===== src/hw/rtl/nnsi_pkg.sv =====
package nnsi_pkg;

   localparam int NUM_LINES = 32;
   localparam int LINE_W    = 5;
   localparam int ADDR_W    = (NUM_LINES > 1) ? $clog2(NUM_LINES) : 1;
   localparam int CODE_W    = 8;

   typedef enum logic [1:0] {
      KIND_SWAP  = 2'd0,
      KIND_GATE  = 2'd1,
      KIND_ERROR = 2'd2
   } kind_type;

   typedef enum logic [2:0] {
      ST_IDLE,
      ST_DECODE,
      ST_LOAD,
      ST_WALK,
      ST_GATE,
      ST_BACK,
      ST_SINGLE
   } state_type;

   // request to the line permutation tables
   typedef struct packed {
      logic              clear;
      logic [LINE_W-1:0] l2p_rd_a;
      logic [LINE_W-1:0] l2p_rd_b;
      logic [LINE_W-1:0] p2l_rd;
      logic              wr_en;
      logic [LINE_W-1:0] wr_phys;
      logic [LINE_W-1:0] wr_log;
   } perm_req_type;

   typedef struct packed {
      logic [LINE_W-1:0] l2p_a;
      logic [LINE_W-1:0] l2p_b;
      logic [LINE_W-1:0] p2l;
   } perm_rsp_type;

endpackage


===== src/hw/rtl/nnsi_perm_ram.sv =====
module nnsi_perm_ram (
   input  logic                  clock,
   input  logic                  reset,
   input  nnsi_pkg::perm_req_type req,
   output nnsi_pkg::perm_rsp_type rsp
);
   import nnsi_pkg::*;

   logic [LINE_W-1:0] p2l_mem [NUM_LINES];
   logic [LINE_W-1:0] l2p_mem [NUM_LINES];

   // an entry whose valid bit is clear reads as its own index
   logic [NUM_LINES-1:0] p2l_vld_ff, p2l_vld_in;
   logic [NUM_LINES-1:0] l2p_vld_ff, l2p_vld_in;

   logic [LINE_W-1:0] a_mem_ff, b_mem_ff, p_mem_ff;
   logic              a_vld_ff, b_vld_ff, p_vld_ff;
   logic [LINE_W-1:0] a_addr_ff, b_addr_ff, p_addr_ff;

   always_comb begin
      p2l_vld_in = p2l_vld_ff;
      l2p_vld_in = l2p_vld_ff;
      if (req.clear) begin
         p2l_vld_in = '0;
         l2p_vld_in = '0;
      end else if (req.wr_en) begin
         p2l_vld_in[req.wr_phys[ADDR_W-1:0]] = 1'b1;
         l2p_vld_in[req.wr_log[ADDR_W-1:0]]  = 1'b1;
      end
   end

   always_ff @(posedge clock) begin
      if (reset) begin
         p2l_vld_ff <= '0;
         l2p_vld_ff <= '0;
      end else begin
         p2l_vld_ff <= p2l_vld_in;
         l2p_vld_ff <= l2p_vld_in;
      end
   end

   always_ff @(posedge clock) begin
      if (req.wr_en) begin
         p2l_mem[req.wr_phys[ADDR_W-1:0]] <= req.wr_log;
         l2p_mem[req.wr_log[ADDR_W-1:0]]  <= req.wr_phys;
      end
   end

   always_ff @(posedge clock) begin
      a_mem_ff  <= l2p_mem[req.l2p_rd_a[ADDR_W-1:0]];
      b_mem_ff  <= l2p_mem[req.l2p_rd_b[ADDR_W-1:0]];
      p_mem_ff  <= p2l_mem[req.p2l_rd[ADDR_W-1:0]];
      a_vld_ff  <= l2p_vld_ff[req.l2p_rd_a[ADDR_W-1:0]];
      b_vld_ff  <= l2p_vld_ff[req.l2p_rd_b[ADDR_W-1:0]];
      p_vld_ff  <= p2l_vld_ff[req.p2l_rd[ADDR_W-1:0]];
      a_addr_ff <= req.l2p_rd_a;
      b_addr_ff <= req.l2p_rd_b;
      p_addr_ff <= req.p2l_rd;
   end

   assign rsp.l2p_a = a_vld_ff ? a_mem_ff : a_addr_ff;
   assign rsp.l2p_b = b_vld_ff ? b_mem_ff : b_addr_ff;
   assign rsp.p2l   = p_vld_ff ? p_mem_ff : p_addr_ff;

endmodule


===== src/hw/rtl/nearest_neighbour_swap_inserter.sv =====
// Swap inserter for a linear line layout. Each accepted word is one gate; the
// block answers with a run of words: adjacent-line swaps that walk the target
// next to its control, the moved gate, and in naive mode (csr reorder bit 0)
// the same swaps in reverse. With the reorder bit set it keeps a
// logical/physical line permutation in two small tables, maps gate lines
// through it and updates it on each swap. rsp_last marks the final word of a
// gate. One gate is handled at a time and req_stall is high while it is in
// work: a decode state and a table lookup state, then one result word per
// cycle out of the output register while rsp_stall does not hold it.
// Pass-through and error gates skip the lookup state. The next gate is
// taken as soon as req_stall drops. The permutation is identity after reset
// and after a gate with req_new_circuit set, with no clearing pass.
module nearest_neighbour_swap_inserter (
   input  logic                          clock,
   input  logic                          reset,

   input  logic                          csr_wr_en,
   input  logic                          csr_wr_data,

   input  logic                          req_valid,
   output logic                          req_stall,
   input  logic                          req_new_circuit,
   input  logic                          req_pass_through,
   input  logic                          req_too_many_controls,
   input  logic                          req_has_control,
   input  logic [nnsi_pkg::LINE_W-1:0]   req_control_line,
   input  logic [nnsi_pkg::LINE_W-1:0]   req_target_line,
   input  logic [nnsi_pkg::CODE_W-1:0]   req_gate_code,

   output logic                          rsp_valid,
   input  logic                          rsp_stall,
   output logic [1:0]                    rsp_result_kind,
   output logic [nnsi_pkg::LINE_W-1:0]   rsp_line_a,
   output logic [nnsi_pkg::LINE_W-1:0]   rsp_line_b,
   output logic                          rsp_out_has_control,
   output logic [nnsi_pkg::CODE_W-1:0]   rsp_out_gate_code,
   output logic                          rsp_last
);
   import nnsi_pkg::*;

   state_type state_ff, state_in;

   logic reorder_ff;

   logic              pt_ff, tmc_ff, hc_ff;
   logic [LINE_W-1:0] ctl_ff, tgt_ff;
   logic [CODE_W-1:0] code_ff;

   logic [LINE_W-1:0] t_ff, t_in;
   logic [LINE_W-1:0] c_ff, c_in;
   logic              down_ff, down_in;
   logic [LINE_W-1:0] cnt_ff, cnt_in;
   logic [LINE_W-1:0] dist_ff, dist_in;

   logic              rsp_valid_ff, rsp_valid_in;
   kind_type          kind_ff, kind_in;
   logic [LINE_W-1:0] line_a_ff, line_a_in;
   logic [LINE_W-1:0] line_b_ff, line_b_in;
   logic              ohc_ff, ohc_in;
   logic [CODE_W-1:0] ocode_ff, ocode_in;
   logic              last_ff, last_in;

   perm_req_type perm_req;
   perm_rsp_type perm_rsp;

   logic              accept;
   logic              out_free;
   logic              emit;
   logic              bad_gate;
   logic [LINE_W-1:0] t_sel, c_sel, diff, dist_sel;
   logic              down_sel;
   logic [LINE_W-1:0] walk_nxt, back_nxt;

   nnsi_perm_ram u_perm (
      .clock (clock),
      .reset (reset),
      .req   (perm_req),
      .rsp   (perm_rsp)
   );

   assign req_stall = (state_ff != ST_IDLE);
   assign accept    = req_valid && !req_stall;
   assign out_free  = !rsp_valid_ff || !rsp_stall;

   assign bad_gate = tmc_ff
                   || ({1'b0, tgt_ff} >= (LINE_W+1)'(NUM_LINES))
                   || (hc_ff && (({1'b0, ctl_ff} >= (LINE_W+1)'(NUM_LINES))
                                 || (ctl_ff == tgt_ff)));

   // physical lines once the table lookup has returned
   assign t_sel    = reorder_ff ? perm_rsp.l2p_a : tgt_ff;
   assign c_sel    = reorder_ff ? perm_rsp.l2p_b : ctl_ff;
   assign down_sel = (t_sel > c_sel);
   assign diff     = down_sel ? (t_sel - c_sel) : (c_sel - t_sel);
   assign dist_sel = diff - LINE_W'(1);

   assign walk_nxt = down_ff ? (t_ff - LINE_W'(1)) : (t_ff + LINE_W'(1));
   assign back_nxt = down_ff ? (t_ff + LINE_W'(1)) : (t_ff - LINE_W'(1));

   // next state
   always_comb begin
      state_in = state_ff;
      unique case (state_ff)
         ST_IDLE: begin
            if (accept) state_in = ST_DECODE;
         end
         ST_DECODE: begin
            if (pt_ff || bad_gate) state_in = ST_SINGLE;
            else                   state_in = ST_LOAD;
         end
         ST_LOAD: begin
            priority if (!hc_ff)              state_in = ST_SINGLE;
            else if (dist_sel == '0)          state_in = ST_GATE;
            else                              state_in = ST_WALK;
         end
         ST_WALK: begin
            if (out_free && cnt_ff == LINE_W'(1)) state_in = ST_GATE;
         end
         ST_GATE: begin
            if (out_free) begin
               if (reorder_ff || dist_ff == '0) state_in = ST_IDLE;
               else                             state_in = ST_BACK;
            end
         end
         ST_BACK: begin
            if (out_free && cnt_ff == LINE_W'(1)) state_in = ST_IDLE;
         end
         ST_SINGLE: begin
            if (out_free) state_in = ST_IDLE;
         end
         default: state_in = ST_IDLE;
      endcase
   end

   // datapath and result words
   always_comb begin
      emit      = 1'b0;
      kind_in   = KIND_SWAP;
      line_a_in = '0;
      line_b_in = '0;
      ohc_in    = 1'b0;
      ocode_in  = '0;
      last_in   = 1'b0;
      t_in      = t_ff;
      c_in      = c_ff;
      down_in   = down_ff;
      cnt_in    = cnt_ff;
      dist_in   = dist_ff;

      perm_req.clear    = accept && req_new_circuit;
      perm_req.l2p_rd_a = tgt_ff;
      perm_req.l2p_rd_b = ctl_ff;
      perm_req.p2l_rd   = walk_nxt;
      perm_req.wr_en    = 1'b0;
      perm_req.wr_phys  = t_ff;
      perm_req.wr_log   = perm_rsp.p2l;

      unique case (state_ff)
         ST_LOAD: begin
            t_in    = t_sel;
            c_in    = c_sel;
            down_in = down_sel;
            cnt_in  = dist_sel;
            dist_in = dist_sel;
            perm_req.p2l_rd = down_sel ? (t_sel - LINE_W'(1)) : (t_sel + LINE_W'(1));
         end
         ST_WALK: begin
            if (out_free) begin
               emit      = 1'b1;
               kind_in   = KIND_SWAP;
               line_a_in = t_ff;
               line_b_in = walk_nxt;
               t_in      = walk_nxt;
               cnt_in    = cnt_ff - LINE_W'(1);
               // the neighbor's logical line moves into our old place
               perm_req.wr_en  = reorder_ff;
               perm_req.p2l_rd = down_ff ? (t_ff - LINE_W'(2)) : (t_ff + LINE_W'(2));
            end
         end
         ST_GATE: begin
            if (out_free) begin
               emit      = 1'b1;
               kind_in   = KIND_GATE;
               line_a_in = t_ff;
               line_b_in = c_ff;
               ohc_in    = 1'b1;
               ocode_in  = code_ff;
               last_in   = reorder_ff || dist_ff == '0;
               cnt_in    = dist_ff;
               // settle the target's own entry at its final place
               perm_req.wr_en  = reorder_ff;
               perm_req.wr_log = tgt_ff;
            end
         end
         ST_BACK: begin
            if (out_free) begin
               emit      = 1'b1;
               kind_in   = KIND_SWAP;
               line_a_in = t_ff;
               line_b_in = back_nxt;
               last_in   = (cnt_ff == LINE_W'(1));
               t_in      = back_nxt;
               cnt_in    = cnt_ff - LINE_W'(1);
            end
         end
         ST_SINGLE: begin
            if (out_free) begin
               emit    = 1'b1;
               last_in = 1'b1;
               priority if (pt_ff) begin
                  kind_in   = KIND_GATE;
                  line_a_in = tgt_ff;
                  line_b_in = hc_ff ? ctl_ff : '0;
                  ohc_in    = hc_ff;
                  ocode_in  = code_ff;
               end else if (bad_gate) begin
                  kind_in = KIND_ERROR;
               end else begin
                  kind_in   = KIND_GATE;
                  line_a_in = t_ff;
                  ocode_in  = code_ff;
               end
            end
         end
         default: begin
         end
      endcase
   end

   always_comb begin
      priority if (emit)  rsp_valid_in = 1'b1;
      else if (out_free)  rsp_valid_in = 1'b0;
      else                rsp_valid_in = rsp_valid_ff;
   end

   always_ff @(posedge clock) begin
      if (reset) begin
         state_ff     <= ST_IDLE;
         reorder_ff   <= 1'b0;
         rsp_valid_ff <= 1'b0;
      end else begin
         state_ff     <= state_in;
         rsp_valid_ff <= rsp_valid_in;
         if (csr_wr_en) reorder_ff <= csr_wr_data;
      end
   end

   always_ff @(posedge clock) begin
      if (accept) begin
         pt_ff   <= req_pass_through;
         tmc_ff  <= req_too_many_controls;
         hc_ff   <= req_has_control;
         ctl_ff  <= req_control_line;
         tgt_ff  <= req_target_line;
         code_ff <= req_gate_code;
      end
      t_ff    <= t_in;
      c_ff    <= c_in;
      down_ff <= down_in;
      cnt_ff  <= cnt_in;
      dist_ff <= dist_in;
      if (emit) begin
         kind_ff   <= kind_in;
         line_a_ff <= line_a_in;
         line_b_ff <= line_b_in;
         ohc_ff    <= ohc_in;
         ocode_ff  <= ocode_in;
         last_ff   <= last_in;
      end
   end

   assign rsp_valid           = rsp_valid_ff;
   assign rsp_result_kind     = kind_ff;
   assign rsp_line_a          = line_a_ff;
   assign rsp_line_b          = line_b_ff;
   assign rsp_out_has_control = ohc_ff;
   assign rsp_out_gate_code   = ocode_ff;
   assign rsp_last            = last_ff;

endmodule


===== config.mk =====
export PLATFORM = sky130hd
export DESIGN_NAME = nearest_neighbour_swap_inserter
export DESIGN_NICKNAME = d
export VERILOG_FILES = /design/src/hw/rtl/nnsi_pkg.sv /design/src/hw/rtl/nnsi_perm_ram.sv /design/src/hw/rtl/nearest_neighbour_swap_inserter.sv
export SDC_FILE = /design/constraint.sdc
export NUM_CORES = 1
export LEC_CHECK = 0
export BUFFER_PORTS_ARGS = -buffer_cell sky130_fd_sc_hd__buf_4
export CORE_ASPECT_RATIO = 0.6
export CORE_UTILIZATION = 46
export CTS_BUF_LIST = sky130_fd_sc_hd__clkbuf_8
export CTS_CLUSTER_SIZE = 28
export DETAILED_ROUTE_END_ITERATION = 10
export PLACE_DENSITY = 0.73
export SYNTH_ARGS = -nofsm -noshare
export SYNTH_HDL_FRONTEND = slang
export SYNTH_SLANG_ARGS = --single-unit

===== constraint.sdc =====
create_clock -name clock -period 5.1 [get_ports clock]
set_input_delay 0.765 -clock clock [delete_from_list [all_inputs] [get_ports clock]]
set_output_delay 0.765 -clock clock [all_outputs]
set_load 0.05 [all_outputs]

After elaboration in Yosys (flattened, before gate mapping). Memories as Yosys holds them, arrays and structs flattened. A register that Yosys moved wholly into a read port is not among the register bits. Cells that the tools add are included.

Bits in writable memories: 320. ROM bits: 0. Word-level logic and storage cells: 169. Bits of input ports: 28. Memories kept: 2. Register bits: 151. Output and inout port bits: 24. Latch bits: 0.

Memory list: u_perm.l2p_mem (words 32, width 5, rd ports 2, clocked after memory_dff 2, write ports 1, RTL line nnsi_perm_ram.sv:10) `logic [LINE_W-1:0] l2p_mem [NUM_LINES];`; u_perm.p2l_mem (words 32, width 5, rd ports 1, clocked after memory_dff 1, write ports 1, RTL line nnsi_perm_ram.sv:9) `logic [LINE_W-1:0] p2l_mem [NUM_LINES];`.

Multiplexer cells: 76. Reductions and logical operators: 27. Shift-type cells: 0. Magnitude comparators: 8. Divide/modulo/power cells: 0. Eq/ne operators: 16. Bitwise gates (word level): 2. Add/subtract/negate cells: 10. Multiply operators: 0.

Operator list (number): $mux 5 (26); $or 32x32->32 (2); $mux 8 (4); $lt 5x6->1 const B (5); $pmux 5 s3 (2); $mux 3 (9); $pmux 3 s7 (1); $pmux 5 s2 (2); $pmux 5 s4 (1); $sub 5x1->5 const B (4); $mux 1 (17); $pmux 8 s2 (1); $bmux 1 s5 (3); $ne 2x2->1 const B (7); $add 5x1->5 const B (2); $demux 1 s5 (2); $ge 5x1->1 const B (2); $logic_not 5->1 (2); $sub 5x5->5 (2); $eq 3x3->1 const B (3); $reduce_bool 3->1 (3); $eq 3x2->1 const B (2); $logic_and 1x1->1 (6); $mux 2 (3); 20 further kinds (28).

Depth between registers and ports, before layout.
Depth in word-level cells: 9. Gate-level depth with buffers: 22. Depth with buffers taken out: 18.

Modules after synthesis. From an unflattened synthesis, not the netlist that was laid out.

Cell total of the unflattened synthesis: 1244. Area, all modules: 21405.5 µm².

Modules (own cells, without submodules): nnsi_perm_ram (cells each 831, area an instance 17133.9 µm², seq. area each 11551.1 µm², times used 1); nearest_neighbour_swap_inserter (cells each 413, area an instance 4271.6 µm², seq. area each 2021.9 µm², times used 1).

Least setup slack after synthesis. No wires, ideal clock.

Path type: reg-to-reg. Start: reg ctl_ff[3]. End: reg u_perm.p_mem_ff[0] (read register of u_perm.p2l_mem). Period minus slack after synthesis: 4.457 ns. Data required time: 4.979 ns. Buffers on the path: 6. Path slack: 0.643 ns. Setup time: 0.121 ns. Stages on the path, launching flop included: 22. Data arrival time: 4.337 ns. Cell sequence: edfxtp_1 > clkbuf_1 > buf_1 > nor2_1 > a21o_1 > ha_1 > buf_4 > nand3_1 > o21bai_4 > a31oi_4 > inv_1 > fa_1 > nor3_1 > a221oi_1 > buf_2 > buf_6 > buf_6 > mux2i_1 > a22oi_1 > nand2_1 > mux2i_1 > mux2_2.

Word-level cells in the longest chain between the ends: 4.

Ends and longest elaborated chain: start, declared (RTL line nearest_neighbour_swap_inserter.sv:46) `logic [LINE_W-1:0] ctl_ff, tgt_ff;`; start signal, assigned (RTL line nearest_neighbour_swap_inserter.sv:253) `ctl_ff <= req_control_line;`; $mux 5 (RTL line nearest_neighbour_swap_inserter.sv:92) `assign c_sel = reorder_ff ? perm_rsp.l2p_b : ctl_ff;`; $gt 5x5->1 (RTL line nearest_neighbour_swap_inserter.sv:93) `assign down_sel = (t_sel > c_sel);`; named net down_sel (RTL line nearest_neighbour_swap_inserter.sv:71) `logic down_sel;`; $mux 5 (RTL line nearest_neighbour_swap_inserter.sv:165) `perm_req.p2l_rd = down_sel ? (t_sel - LINE_W'(1)) : (t_sel + LINE_W'(1));`; $pmux 5 s2 (RTL line nearest_neighbour_swap_inserter.sv:158) `unique case (state_ff)`; end, declared (RTL line nnsi_perm_ram.sv:16) `logic [LINE_W-1:0] a_mem_ff, b_mem_ff, p_mem_ff;`.

The timed path passes the listed nets, and every way through them passes these cells. A chain may end at the register's enable or synchronous reset.

Worst setup path in the final report.
Start: reg u_perm.a_vld_ff. End: reg u_perm.p_mem_ff[2] (read register of u_perm.p2l_mem).

Word-level cells in the longest chain between the ends: 5. Elaborated cells between the ends (all ways): 7. Those cells by class: add/sub (2); order compare (1); mux (4).

Ends and longest elaborated chain: start, declared (RTL line nnsi_perm_ram.sv:17) `logic a_vld_ff, b_vld_ff, p_vld_ff;`; start signal, assigned (RTL line nnsi_perm_ram.sv:53) `a_vld_ff <= l2p_vld_ff[req.l2p_rd_a[ADDR_W-1:0]];`; $mux 5 (RTL line nnsi_perm_ram.sv:61) `assign rsp.l2p_a = a_vld_ff ? a_mem_ff : a_addr_ff;`; $mux 5 (RTL line nearest_neighbour_swap_inserter.sv:91) `assign t_sel = reorder_ff ? perm_rsp.l2p_a : tgt_ff;`; $gt 5x5->1 (RTL line nearest_neighbour_swap_inserter.sv:93); named net down_sel (RTL line nearest_neighbour_swap_inserter.sv:71); $mux 5 (RTL line nearest_neighbour_swap_inserter.sv:165); $pmux 5 s2 (RTL line nearest_neighbour_swap_inserter.sv:158).

The timed path passes the listed nets, and every way through them passes these cells.

==> key figures <==
Floorplanning
  • Site Rows: just over 60
  • Starting Density: 0.467
  • Die width: 282 microns
  • Die area: 0.0479 sq mm
  • Core Region: around 0.046 sq mm
  • Top Ports: 52
  • Overall die height: 170 microns

Finish
  • Layout cell share with drive strength beyond 1: 0.224
  • Reg area: roughly 0.014 sq mm
  • Area grow syn2layout: 11.4%
  • Layout fillers: 3767
  • Area of the multi-input gates: approximately 0.0075 sq mm
  • Final nets: 1523

Power
  • Sw frac: 0.395
  • Clock share of power: 0.189
  • VDD IR-drop max: 0.511 mV
  • Net switching power: 0.00606 W
  • Leakage: ~8.5 nW
  • P_int: ~0.0093 W
  • P per Cell Area: about 640 mW/mm^2
  • Sequential share of power: 0.359
  • Combinational group share of total power: 0.452
  • Total chip power: roughly 0.015 W

Synth
  • Yosys cell types: 62
  • Sequential area share after synthesis: 0.628
  • Yosys warns: 0
  • Avg Inst Size Synth: about 16 sq um
  • Synth area leader: edfxtp_1
  • FF+latch count, synth: ~490
  • EDFF count, synth: between 300 and 400
  • Post-synthesis async set-or-reset flop share: 0
  • Syn Nets: 1441
  • Top post-synthesis cells by area: edfxtp_1 (53%), mux4_2 (12%), dfxtp_1 (9.4%)
  • Synth top area share: 0.533
  • Post-Synthesis Cells: about 1400
  • Post-synth top flop: edfxtp_1
  • Synthesized area: 0.0216 sq mm

GRT
  • GR Overflow Total: 0
  • First-pass GRT wire length: 81.2 mm
  • Largest net degree at the start of global routing: 65
  • Global Route Usage Sum: 0.233
  • Initial antenna violation count: 2
  • Vias in the first global route: 12700

Critical path
  • CP max-delay cell: fa_1
  • Most frequent CP cell: mux2i_1
  • Critical Path End Type: flip-flop
  • CP max stage delay: around 0.53 ns
  • CP Data Arrival Time: 5.23 ns
  • Critical-path maximum fanout: between 40 and 50
  • Worst setup SP type: flip-flop
  • Critical Path RT: approximately 5.6 ns
  • Critical setup path kind: flip-flop to flip-flop
  • Critical-path cell list: mux2i_1 -> nor2_1 -> a21oi_1 -> inv_1 -> ha_1 -> nand3_1 -> o21bai_4 -> a31oi_4 -> inv_1 -> fa_1 -> nor3_1 -> a221oi_4 -> buf_12 -> buf_12 -> mux2i_1 -> a22oi_1 -> nand2_1 -> mux2i_1 -> mux2_2

Clocking
  • TritonCTS clock tree: built
  • Clock root buffer: clkbuf_8
  • CTS Buffer Depth: 3
  • Number of CTS-inserted buffers: 70
  • Hold buffer count at CTS: 0
  • CTS sink cnt: approximately 490
  • CTS clk-pin slew, worst paths: ~0.070 ns
  • H-tree depth: 3
  • # Post-CTS Setup Buffers: 0
  • Clk Latency, worst-skew pair: roughly 0.64 ns
  • Cts repair resizes: 0

Drt
  • DRC viols: 0
  • Via count: 13100
  • Routed Antenna Nets: 0
  • WL/cell: roughly 26 microns
  • DR iter-0 viols: 1699
  • Vias per cell: approximately 6
  • Drt first pass iters: 5
  • Post-Route WL: about 55 mm

Timing
  • Endpoints failing setup: 0
  • Worst slew margin: 0.237
  • Highest clock rate: around 0.21 GHz
  • Hold Fails Final Rpt: 0
  • Hold slack: roughly 0.3 ns
  • Fin crit period: 4.71 ns
  • Max Slew Vio Count: 0
  • Setup repair after global routing missed its margin: no
  • Final period utilization: 0.923
  • Skew final: 0.0354 ns
  • Worst-Margin Slew: between 1 and 1.5 ns
  • Setup_tns: 0 ns

Placement
  • GP Congestion: between 0.9 and 1
  • Post-DP HPWL: roughly 37 mm
  • # port buffers: between 50 and 60

Worst hold path
  • Worst Hold Class: input port to flip-flop

Outcome
  • Status: finished clean

Run
  • Max_cap viols: 0
[area by class of cell]
type,instances,area share
clock buffers,76,0.0434
clock inverters,52,0.00997
multi-input cells,782,0.313
well taps,630,0.0327
repair buffers,95,0.0317
flip-flops and latches,486,0.564
diodes,1,0.000104
inverters,36,0.00561
[layout by cell type, fill, tap and decap left out, types with 5 or more instances in the layout]
cell | netlist | final
edfxtp_1 | 384 | 384
mux2i_1 | 131 | 131
mux4_2 | 120 | 120
nor2_1 | 111 | 109
dfxtp_1 | 102 | 102
buf_4 | 5 | 91
clkbuf_8 | 0 | 76
o21a_1 | 72 | 72
nand2_1 | 59 | 59
inv_1 | 33 | 58
a22oi_1 | 49 | 49
a21oi_1 | 29 | 28
xnor2_1 | 23 | 23
nand3_1 | 21 | 21
ha_1 | 20 | 20
mux2_2 | 18 | 18
a21o_1 | 13 | 13
clkinv_1 | 1 | 12
and2_1 | 11 | 11
o21ai_0 | 11 | 11
clkinv_2 | 0 | 10
xor2_1 | 9 | 9
a22o_1 | 8 | 8
o22ai_1 | 7 | 7
nor3_1 | 6 | 6
a221o_1 | 6 | 6
or3_1 | 5 | 5
[metal layers]
metal	vias up	GRT usage	wire (microns)
met5	-	0	12
met4	2	0.0510	872
met3	72	0.0818	7170
met2	835	0.308	22500
met1	6625	0.361	24600
li1	5579	-	-
[state kept, by name, indices dropped and copies added, names as in the netlist, 8 cells and up]
| register | cells |
|---|---|
| u_perm.p2l_vld_ff | 32 |
| rsp_out_gate_code | 8 |
| u_perm.l2p_vld_ff | 32 |
| u_perm.p2l_mem | 160 |
| code_ff | 8 |
| u_perm.l2p_mem | 160 |
[power groups by stage]
| stage | logic, W | registers [W] | clock network, W |
|---|---|---|---|
| after floorplan | 0.00450 | 0.00584 | 0 |
| after global placement | 0.00668 | 0.00556 | 0 |
| after detailed placement | 0.00680 | 0.00558 | 0 |
| after CTS | 0.00682 | 0.00549 | 0.00294 |
| after global routing | 0.00734 | 0.00553 | 0.00311 |
| final | 0.00694 | 0.00550 | 0.00290 |
[critical path, delay by kind of cell (launching register included)]
family          cells  cell delay [ns]
simple gates        4             0.37
compound gates      5             1.03
buf+inv             4             0.71
fa+ha+maj           2             0.96
mux                 4             0.99
flops               1             0.48
[final timing paths]
check | startpoint | to | slack (ns) | cells past startpoint
max | u_perm.a_vld_ff$_DFF_P_ | u_perm.p_mem_ff[2]$_DFF_P_ | 0.39 | 19
min | req_has_control | hc_ff$_DFFE_PP_ | 0.30 | 1
max reg2reg | u_perm.a_vld_ff$_DFF_P_ | u_perm.p_mem_ff[2]$_DFF_P_ | 0.39 | 19
min reg2reg | u_perm.p2l_vld_ff[16]$_SDFFE_PP0P_ | u_perm.p2l_vld_ff[16]$_SDFFE_PP0P_ | 0.47 | 1
[cells by family after synthesis]
group | synth area share
compound gates | 0.0738
xor+xnor | 0.0130
fa+ha+maj | 0.0153
buf+inv | 0.0255
flops | 0.628
mux | 0.195
simple gates | 0.0498
[Yosys cell counts, drive strengths merged, types with 2 or more instances]
library cell / number
nand2: 59
inv: 35
a21o: 13
buf: 50
a22oi: 49
o221ai: 4
nor4: 2
a31oi: 4
xor2: 9
o21a: 72
a21oi: 30
mux2i: 131
nand3b: 4
or3: 5
and2b: 2
ha: 20
nor3: 6
a22o: 8
a221o: 6
xnor2: 23
clkbuf: 35
dfxtp: 102
nand3: 22
nand2b: 5
nand4: 2
mux2: 18
nor2: 112
edfxtp: 384
fa: 4
o22ai: 7
mux4: 120
o21ai: 13
and2: 11
o21bai: 2
nor2b: 5
[metrics by stage]
step	instances	setup slack, ns	area, sq um	utilization
2_1_floorplan	1389	0.643	21600	-
3_3_place_gp	2029	0.631	22800	0.492
3_5_place_dp	2029	0.497	22800	0.492
4_1_cts	2157	0.480	24100	0.520
5_1_grt	2157	0.178	24100	0.520
6_report	2158	0.392	24100	0.520
Note: power is estimated with default switching activity, not from simulation.
